[config.mk]
export PLATFORM = sky130hd
export DESIGN_NAME = polar_code_encoder
export DESIGN_NICKNAME = d
export VERILOG_FILES = /design/src/design/pcenc_pkg.sv /design/src/design/pcenc_queue.sv /design/src/design/pcenc_front.sv /design/src/design/pcenc_back.sv /design/src/design/polar_code_encoder.sv
export SDC_FILE = /design/constraint.sdc
export NUM_CORES = 1
export LEC_CHECK = 0
export ABC_AREA = 0
export BUFFER_PORTS_ARGS = -buffer_cell sky130_fd_sc_hd__buf_2
export CAP_MARGIN = 20
export CELL_PAD_IN_SITES_DETAIL_PLACEMENT = 0
export CELL_PAD_IN_SITES_GLOBAL_PLACEMENT = 1
export CORE_ASPECT_RATIO = 1.2
export CORE_MARGIN = 2
export CORE_UTILIZATION = 35
export DETAILED_ROUTE_END_ITERATION = 10
export PLACE_DENSITY = 0.66
export SETUP_SLACK_MARGIN = 0.4
export SLEW_MARGIN = 10
export SYNTH_ARGS = -nofsm -noshare
export SYNTH_HDL_FRONTEND = slang
export SYNTH_SLANG_ARGS = --single-unit
[constraint.sdc]
create_clock -name clk_i -period 8.4 [get_ports clk_i]
set_input_delay 1.68 -clock clk_i [delete_from_list [all_inputs] [get_ports clk_i]]
set_output_delay 1.68 -clock clk_i [all_outputs]
set_load 0.02 [all_outputs]
[src/design/pcenc_pkg.sv]
// Shared constants and helpers for the polar code encoder.
`default_nettype none

package pcenc_pkg;

  // Block size register: log2 of the code block length.
  localparam int unsigned CFG_W = 3;
  localparam logic [CFG_W-1:0] CFG_RESET = 3'd6;

  // Default largest block length (bits).
  localparam int unsigned MAX_BLOCK_BITS_DEF = 64;

  // Reverse the low w bits of v.
  function automatic int bit_rev(input int v, input int w);
    int r;
    r = 0;
    for (int b = 0; b < w; b++) begin
      if (((v >> (w - 1 - b)) & 1) != 0) begin
        r = r | (1 << b);
      end
    end
    return r;
  endfunction

endpackage

`default_nettype wire

[src/design/pcenc_queue.sv]
// Two-entry block queue between the loader and the transform engine.
`default_nettype none

module pcenc_queue import pcenc_pkg::*; #(
  parameter int unsigned DATA_W = 8
) (
  input  wire logic              clk_i,
  input  wire logic              rst_ni,
  input  wire logic              push_i,
  input  wire logic [DATA_W-1:0] push_data_i,
  output logic                   full_o,
  input  wire logic              pop_i,
  output logic [DATA_W-1:0]      pop_data_o,
  output logic                   empty_o
);

  logic [DATA_W-1:0] entries_q [2];
  logic              wr_ptr_q, wr_ptr_d;
  logic              rd_ptr_q, rd_ptr_d;
  logic [1:0]        count_q, count_d;

  assign full_o     = (count_q == 2'd2);
  assign empty_o    = (count_q == 2'd0);
  assign pop_data_o = entries_q[rd_ptr_q];

  always_comb begin
    wr_ptr_d = wr_ptr_q;
    rd_ptr_d = rd_ptr_q;
    count_d  = count_q;
    if (push_i) begin
      wr_ptr_d = ~wr_ptr_q;
    end
    if (pop_i) begin
      rd_ptr_d = ~rd_ptr_q;
    end
    if (push_i && !pop_i) begin
      count_d = count_q + 2'd1;
    end else if (!push_i && pop_i) begin
      count_d = count_q - 2'd1;
    end
  end

  always_ff @(posedge clk_i or negedge rst_ni) begin
    if (!rst_ni) begin
      wr_ptr_q <= 1'b0;
      rd_ptr_q <= 1'b0;
      count_q  <= 2'd0;
    end else begin
      wr_ptr_q <= wr_ptr_d;
      rd_ptr_q <= rd_ptr_d;
      count_q  <= count_d;
    end
  end

  always_ff @(posedge clk_i) begin
    if (push_i) begin
      entries_q[wr_ptr_q] <= push_data_i;
    end
  end

  a_no_overfill: assert property (@(posedge clk_i) disable iff (!rst_ni)
    count_q != 2'd3)
    else $error("block queue count out of range");

  a_no_push_full: assert property (@(posedge clk_i) disable iff (!rst_ni)
    push_i |-> (!full_o || pop_i))
    else $error("block pushed into a full queue");

endmodule

`default_nettype wire

[src/design/pcenc_front.sv]
// Loader: holds the block size register and gathers message bits into a block.
`default_nettype none

module pcenc_front import pcenc_pkg::*; #(
  parameter int unsigned MAX_BLOCK_BITS = MAX_BLOCK_BITS_DEF
) (
  input  wire logic                          clk_i,
  input  wire logic                          rst_ni,
  input  wire logic                          cfg_valid_i,
  input  wire logic [CFG_W-1:0]              cfg_data_i,
  input  wire logic                          in_valid_i,
  input  wire logic                          message_bit_i,
  output logic                               in_stall_o,
  input  wire logic                          queue_full_i,
  output logic                               push_o,
  output logic [(1 << ($clog2(MAX_BLOCK_BITS + 1) - 1)) + CFG_W - 1:0] push_data_o
);

  localparam int unsigned KMAX     = $clog2(MAX_BLOCK_BITS + 1) - 1;
  localparam int unsigned BUF_BITS = 1 << KMAX;
  localparam int unsigned KW       = KMAX;

  logic [CFG_W-1:0]    cfg_q;
  logic [CFG_W-1:0]    k_eff;
  logic [KW:0]         n_full;
  logic [KW:0]         n_less;
  logic [KW-1:0]       cnt_q, cnt_d;
  logic [BUF_BITS-1:0] buf_q;
  logic [BUF_BITS-1:0] blk;
  logic                accept;
  logic                blk_done;

  // Clamp the register to the supported range of block sizes.
  always_comb begin
    if (cfg_q == '0) begin
      k_eff = CFG_W'(1);
    end else if (cfg_q > CFG_W'(KMAX)) begin
      k_eff = CFG_W'(KMAX);
    end else begin
      k_eff = cfg_q;
    end
  end

  assign n_full   = (KW + 1)'(1) << k_eff;
  assign n_less   = n_full - (KW + 1)'(1);
  assign accept   = in_valid_i && !queue_full_i;
  assign blk_done = (cnt_q == n_less[KW-1:0]);

  assign in_stall_o = queue_full_i;

  always_comb begin
    blk        = buf_q;
    blk[cnt_q] = message_bit_i;
  end

  assign push_o      = accept && blk_done;
  assign push_data_o = {blk, k_eff};

  always_comb begin
    cnt_d = cnt_q;
    if (cfg_valid_i) begin
      // Drop any partial block.
      cnt_d = '0;
    end else if (accept) begin
      cnt_d = blk_done ? '0 : cnt_q + KW'(1);
    end
  end

  always_ff @(posedge clk_i or negedge rst_ni) begin
    if (!rst_ni) begin
      cfg_q <= CFG_RESET;
      cnt_q <= '0;
    end else begin
      if (cfg_valid_i) begin
        cfg_q <= cfg_data_i;
      end
      cnt_q <= cnt_d;
    end
  end

  always_ff @(posedge clk_i) begin
    if (accept) begin
      buf_q[cnt_q] <= message_bit_i;
    end
  end

endmodule

`default_nettype wire

[src/design/pcenc_back.sv]
// Transform engine: butterfly stages, bit-reversal reorder, serial bit output.
`default_nettype none

module pcenc_back import pcenc_pkg::*; #(
  parameter int unsigned MAX_BLOCK_BITS = MAX_BLOCK_BITS_DEF
) (
  input  wire logic                          clk_i,
  input  wire logic                          rst_ni,
  input  wire logic                          queue_empty_i,
  input  wire logic [(1 << ($clog2(MAX_BLOCK_BITS + 1) - 1)) + CFG_W - 1:0] queue_data_i,
  output logic                               pop_o,
  output logic                               out_valid_o,
  input  wire logic                          out_stall_i,
  output logic                               code_bit_o,
  output logic                               last_bit_o
);

  localparam int unsigned KMAX     = $clog2(MAX_BLOCK_BITS + 1) - 1;
  localparam int unsigned BUF_BITS = 1 << KMAX;
  localparam int unsigned KW       = KMAX;

  typedef enum logic [1:0] {
    ST_IDLE,
    ST_XFORM,
    ST_PERM,
    ST_EMIT
  } state_e;

  state_e              state_q;
  logic [BUF_BITS-1:0] data_q;
  logic [CFG_W-1:0]    k_q;
  logic [CFG_W-1:0]    stage_q;
  logic [KW-1:0]       rem_q;
  logic [BUF_BITS-1:0] xform;
  logic [BUF_BITS-1:0] perm;
  logic [KW:0]         n_full;
  logic [KW:0]         n_less;

  // One butterfly stage: fold the upper partner of each pair into the lower.
  always_comb begin
    xform = data_q;
    for (int i = 0; i < BUF_BITS; i++) begin
      for (int t = 0; t < KMAX; t++) begin
        if (stage_q == CFG_W'(t) && ((i >> t) & 1) == 0) begin
          xform[i] = data_q[i] ^ data_q[i | (1 << t)];
        end
      end
    end
  end

  // Put the transformed bits in bit-reversed order for the active block size.
  always_comb begin
    perm = '0;
    for (int kk = 1; kk <= KMAX; kk++) begin
      if (k_q == CFG_W'(kk)) begin
        for (int j = 0; j < (1 << kk); j++) begin
          perm[j] = data_q[bit_rev(j, kk)];
        end
      end
    end
  end

  assign n_full = (KW + 1)'(1) << k_q;
  assign n_less = n_full - (KW + 1)'(1);

  assign pop_o       = (state_q == ST_IDLE) && !queue_empty_i;
  assign out_valid_o = (state_q == ST_EMIT);
  assign code_bit_o  = data_q[0];
  assign last_bit_o  = (rem_q == '0);

  always_ff @(posedge clk_i or negedge rst_ni) begin
    if (!rst_ni) begin
      state_q <= ST_IDLE;
      data_q  <= '0;
      k_q     <= CFG_W'(1);
      stage_q <= '0;
      rem_q   <= '0;
    end else begin
      case (state_q)
        ST_IDLE: begin
          if (!queue_empty_i) begin
            data_q  <= queue_data_i[BUF_BITS+CFG_W-1:CFG_W];
            k_q     <= queue_data_i[CFG_W-1:0];
            stage_q <= '0;
            state_q <= ST_XFORM;
          end
        end
        ST_XFORM: begin
          data_q <= xform;
          if (stage_q == k_q - CFG_W'(1)) begin
            state_q <= ST_PERM;
          end else begin
            stage_q <= stage_q + CFG_W'(1);
          end
        end
        ST_PERM: begin
          data_q  <= perm;
          rem_q   <= n_less[KW-1:0];
          state_q <= ST_EMIT;
        end
        ST_EMIT: begin
          if (!out_stall_i) begin
            data_q <= data_q >> 1;
            if (rem_q == '0) begin
              state_q <= ST_IDLE;
            end else begin
              rem_q <= rem_q - KW'(1);
            end
          end
        end
        default: begin
          state_q <= ST_IDLE;
        end
      endcase
    end
  end

  a_stage_in_range: assert property (@(posedge clk_i) disable iff (!rst_ni)
    (state_q == ST_XFORM) |-> (stage_q < k_q))
    else $error("butterfly stage beyond block size");

  a_last_ends_block: assert property (@(posedge clk_i) disable iff (!rst_ni)
    (out_valid_o && !out_stall_i && last_bit_o) |=> !out_valid_o)
    else $error("output still valid after last bit of block");

endmodule

`default_nettype wire

[src/design/polar_code_encoder.sv]
// Top level of the polar code encoder: loader, block queue and transform engine.
// Input: one message bit per cycle while the two-block queue has room.
// A block of n = 2^k bits passes through the engine in order: it is taken from
// the queue, then k butterfly stages, one reorder, then n output bits.
// The engine pops the next block only after the last bit of the current one.
// Reset (asynchronous, active low): block size 6, load count and queue cleared.
`default_nettype none

module polar_code_encoder import pcenc_pkg::*; #(
  parameter int unsigned MAX_BLOCK_BITS = MAX_BLOCK_BITS_DEF
) (
  input  wire logic             clk_i,
  input  wire logic             rst_ni,
  // Block size register write
  input  wire logic             cfg_valid_i,
  output logic                  cfg_ready_o,
  input  wire logic [CFG_W-1:0] cfg_data_i,
  // Message bits in
  input  wire logic             in_valid_i,
  output logic                  in_stall_o,
  input  wire logic             message_bit_i,
  // Code bits out
  output logic                  out_valid_o,
  input  wire logic             out_stall_i,
  output logic                  code_bit_o,
  output logic                  last_bit_o
);

  localparam int unsigned KMAX     = $clog2(MAX_BLOCK_BITS + 1) - 1;
  localparam int unsigned BUF_BITS = 1 << KMAX;
  localparam int unsigned QW       = BUF_BITS + CFG_W;

  logic          push;
  logic [QW-1:0] push_data;
  logic          queue_full;
  logic          pop;
  logic [QW-1:0] pop_data;
  logic          queue_empty;

  // Register writes are always taken.
  assign cfg_ready_o = 1'b1;

  // Gather message bits; hand a full block plus its size to the queue.
  pcenc_front #(
    .MAX_BLOCK_BITS(MAX_BLOCK_BITS)
  ) u_front (
    .clk_i         (clk_i),
    .rst_ni        (rst_ni),
    .cfg_valid_i   (cfg_valid_i),
    .cfg_data_i    (cfg_data_i),
    .in_valid_i    (in_valid_i),
    .message_bit_i (message_bit_i),
    .in_stall_o    (in_stall_o),
    .queue_full_i  (queue_full),
    .push_o        (push),
    .push_data_o   (push_data)
  );

  // Hold up to two complete blocks so loading continues while the engine works.
  pcenc_queue #(
    .DATA_W(QW)
  ) u_queue (
    .clk_i       (clk_i),
    .rst_ni      (rst_ni),
    .push_i      (push),
    .push_data_i (push_data),
    .full_o      (queue_full),
    .pop_i       (pop),
    .pop_data_o  (pop_data),
    .empty_o     (queue_empty)
  );

  // Run the butterfly stages, reorder and stream the codeword out.
  pcenc_back #(
    .MAX_BLOCK_BITS(MAX_BLOCK_BITS)
  ) u_back (
    .clk_i         (clk_i),
    .rst_ni        (rst_ni),
    .queue_empty_i (queue_empty),
    .queue_data_i  (pop_data),
    .pop_o         (pop),
    .out_valid_o   (out_valid_o),
    .out_stall_i   (out_stall_i),
    .code_bit_o    (code_bit_o),
    .last_bit_o    (last_bit_o)
  );

endmodule

`default_nettype wire
==> results_tabular.tex <==
\begin{tabular}{lr}
\hline
Metric & Value \\
\hline
\multicolumn{2}{l}{\textbf{Outcome}} \\
Outcome & finished clean \\
\multicolumn{2}{l}{\textbf{Drt}} \\
Met3 layer wire length in the routed design & 3770 µm \\
Via density & 6.08 \\
Final WL & 55300 µm \\
Detail-routed net length per standard cell & 25.4 µm \\
Violation count after the first detailed-route iteration & 1512 \\
Met2 WL & 25700 µm \\
Routed Antenna Nets & 0 \\
Number of vias after detailed routing & 13200 \\
Number of design rule violations left after detail routing & 0 \\
Detailed-routing iteration count for the pre-antenna-repair pass & 6 \\
Highest signal layer in the routed design & met4 \\
WL met1 & 23100 µm \\
\multicolumn{2}{l}{\textbf{Clock tree}} \\
Longest Clk Path Bufs & 3 \\
Clk Latency, worst-skew pair & 0.57 ns \\
Post-CTS setup buffer count & 0 \\
TritonCTS clock tree & yes \\
Clock tree root buffer cell & clkbuf\_16 \\
Clk sink count & 289 \\
Inserted Clock Buffers & 30 \\
Clock edge transition at the registers on the reported setup and hold paths & 0.06 ns \\
H-Tree Depth & 1 \\
Number of buffers inserted for hold repair after clock tree synthesis & 0 \\
Cells resized by post-CTS repair & 0 \\
\multicolumn{2}{l}{\textbf{Layout}} \\
Number of inserted filler cells in the final layout & 4634 \\
Most common cell after layout, fill and taps aside & edfxtp\_1 \\
Layout area overhead & 8.25\% \\
Layout cell share with drive strength beyond 1 & 0.139 \\
Diode insertion count for antenna repair & 0 \\
Leading cell types in the layout, fill and taps excluded & edfxtp\_1, nand2\_1, o21ai\_0 \\
Post-route insts no fill & 2176 \\
Final layout net count & 1558 \\
Final core utilization & 0.385 \\
Design Area, Final & 0.0182 mm² \\
\multicolumn{2}{l}{\textbf{Placed design}} \\
Placement-stage worst setup slack & 3.99 ns \\
HPWL after DPL & 35400 µm \\
Count of input and output buffers & 12 \\
Placer's final routability congestion estimate & 0.867 \\
Placed Cells incl. Taps & 2120 \\
Placement-stage cell area & 0.0172 mm² \\
\multicolumn{2}{l}{\textbf{Timing}} \\
Total negative setup slack & 0 ns \\
Achievable frequency & 0.265 GHz \\
Slew Limit Headroom & 0.195 \\
Period utilisation layout & 0.449 \\
Setup ws final & 4.63 ns \\
Slew at the pin closest to its max-slew limit & 1.21 ns \\
Setup violations, final & 0 \\
Worst hold slack & 0.520 ns \\
Final worst clock skew & 0.0145 ns \\
Final Critical Period & 3.77 ns \\
Final slew viol count & 0 \\
Final count of hold timing violations & 0 \\
Setup repair after global routing missed its margin & no \\
\multicolumn{2}{l}{\textbf{Power}} \\
Power dissipated by switching net loads & 3.22 mW \\
Worst VDD drop & 0.163 mV \\
Total power & 7.14 mW \\
Clk pwr share & 0.183 \\
P per Cell Area & 393 mW/mm² \\
Static power due to leakage & 6.31 nW \\
Part of the total power dissipated in combinational logic & 0.470 \\
Switching share of total power & 0.450 \\
Reg power frac & 0.348 \\
Total internal power & 3.93 mW \\
\multicolumn{2}{l}{\textbf{Logic synthesis}} \\
Mapped Cells & 1615 \\
Cell area after synthesis & 0.0168 mm² \\
Syn\_area\_per\_cell & 10.4 µm² \\
Flip-flop and latch count after synthesis & 289 \\
EDFF count, synth & 198 \\
Number of distinct library cells after synthesis & 84 \\
Main synth FF type & edfxtp\_1 \\
Share of the yosys chip area belonging to registers & 0.491 \\
Ys async rst share & 0.315 \\
Total of warnings raised by yosys & 0 \\
\multicolumn{2}{l}{\textbf{Floorplanning}} \\
Placement row count & 87 \\
Initial standard-cell utilization of the core & 0.356 \\
Die W & 204 µm \\
Area of the placeable core & 0.0471 mm² \\
Full die area & 0.0497 mm² \\
I/O pin total & 14 \\
Vertical die dimension & 244 µm \\
\multicolumn{2}{l}{\textbf{GRT}} \\
Number of antenna violations at the first check in global routing & 0 \\
GR Util All Layers & 0.220 \\
Total grt overflow & 0 \\
Largest net degree at the start of global routing & 72 \\
Wire length of the first global-routing pass & 83400 µm \\
Via count of the first global-routing pass & 12800 \\
\multicolumn{2}{l}{\textbf{Worst setup path}} \\
Critical path, cell by cell & buf\_2 -> nand2\_1 -> inv\_2 -> buf\_4 -> and2\_4 -> and2b\_2 -> buf\_4 \\
Critical Path Max Stage Delay & 0.72 ns \\
Crit path max-delay cell type & buf\_4 \\
Worst Path Buf+Inv & 4 \\
Type of origin of the critical path & primary input \\
CP arrival & 3.95 ns \\
Worst Path Max Fanout & 70 \\
Library cell appearing most often on the critical path & buf\_4 \\
Worst Setup Path Type & primary input to flip-flop \\
Req. time, crit path & 8.58 ns \\
CP endpoint kind & flip-flop \\
Category of cells accounting for the largest share of critical-path delay & buffers and inverters \\
\multicolumn{2}{l}{\textbf{Worst hold path}} \\
Type of the worst min-delay path & flip-flop to flip-flop \\
\multicolumn{2}{l}{\textbf{Flow run}} \\
Number of maximum-capacitance constraint violations & 0 \\
\hline
\end{tabular}
## Yosys cell counts, drive strengths merged, types with 13 or more instances
| cell | instances | area (µm²) |
|---|---|---|
| a221oi | 47 | 412 |
| nand3 | 15 | 75.1 |
| xnor2 | 20 | 175 |
| mux2 | 83 | 935 |
| a22oi | 13 | 97.6 |
| a22o | 27 | 236 |
| o21ai | 117 | 586 |
| a221o | 24 | 240 |
| o31ai | 18 | 140 |
| nand2 | 179 | 672 |
| edfxtp | 198 | 5950 |
| nor3 | 26 | 130 |
| clkbuf | 92 | 347 |
| nor2 | 87 | 327 |
| o22ai | 23 | 144 |
| nor2b | 20 | 125 |
| ha | 19 | 238 |
| nand2b | 18 | 113 |
| inv | 24 | 90.1 |
| mux2i | 96 | 961 |
| buf | 71 | 355 |
| a21oi | 107 | 536 |
| dfrtp | 88 | 2200 |
## final timing paths
check | from | endpoint | slack (ns) | cells after the start
max in group asynchronous | rst_ni | u_back.data_q[51] | 5.94 | 2
worst min register to register | u_queue.wr_ptr_q | u_queue.wr_ptr_q | 0.52 | 1
worst min-delay path | u_queue.wr_ptr_q | u_queue.wr_ptr_q | 0.52 | 1
worst max-delay path | in_valid_i | u_queue.entries_q[0][59] | 4.63 | 7
worst max register to register | u_front.cfg_q[1] | u_queue.entries_q[0][59] | 4.77 | 9
min in group asynchronous | rst_ni | u_front.cfg_q[0] | 1.08 | 1
## sequential cells by signal, summed over array words and instances, names as in the netlist
register and cells:
u_queue.entries_q 134, u_back.data_q 64, u_front.buf_q 64, u_back.rem_q 6, u_front.cnt_q 6, u_back.k_q 3, u_back.stage_q 3, u_front.cfg_q 3
u_back.state_q 2, u_queue.count_q 2, u_queue.rd_ptr_q 1, u_queue.wr_ptr_q 1
## cells by family (layout without fill, tap and decap cells)
kind of cell | Yosys count | count (layout) | synth area share
compound gates | 486 | 486 | 0.198
xor+xnor | 30 | 30 | 0.0161
fa+ha+maj | 19 | 19 | 0.0142
buf+inv | 188 | 125 | 0.0475
flops | 289 | 289 | 0.491
mux | 179 | 179 | 0.113
other cells | 1 | 2 | 0.000224
simple gates | 423 | 423 | 0.120
## layout make-up
class,instances,area [µm²],area share
flip-flops and latches,289,8230,0.453
multi-input cells,1139,7780,0.429
clock buffers,39,816,0.0449
well taps,623,779,0.0429
repair buffers,45,323,0.0178
clock inverters,16,125,0.00689
inverters,25,93.8,0.00517
## per-layer routing
metal,vias up,track usage
li1,5903,-
met1,6599,0.293
met2,591,0.350
met3,147,0.0290
met4,0,0.111
met5,-,0
## power groups by stage
stage	sequential (mW)	combinational [mW]	clock, mW
6_report	2.48	3.36	1.30
5_1_grt	2.50	3.65	1.39
4_1_cts	2.45	3.31	1.34
3_5_place_dp	2.48	3.29	0
3_3_place_gp	2.48	3.25	0
2_1_floorplan	2.02	2.71	0
## worst reg2reg max path, delay by kind of cell, from the launching register on
kind            cells  cell delay [ns]
flops               1             0.41
buf+inv             1             0.69
compound gates      3             0.73
fa+ha+maj           1             0.23
simple gates        4             1.09
(Power assumes the default switching activity.)
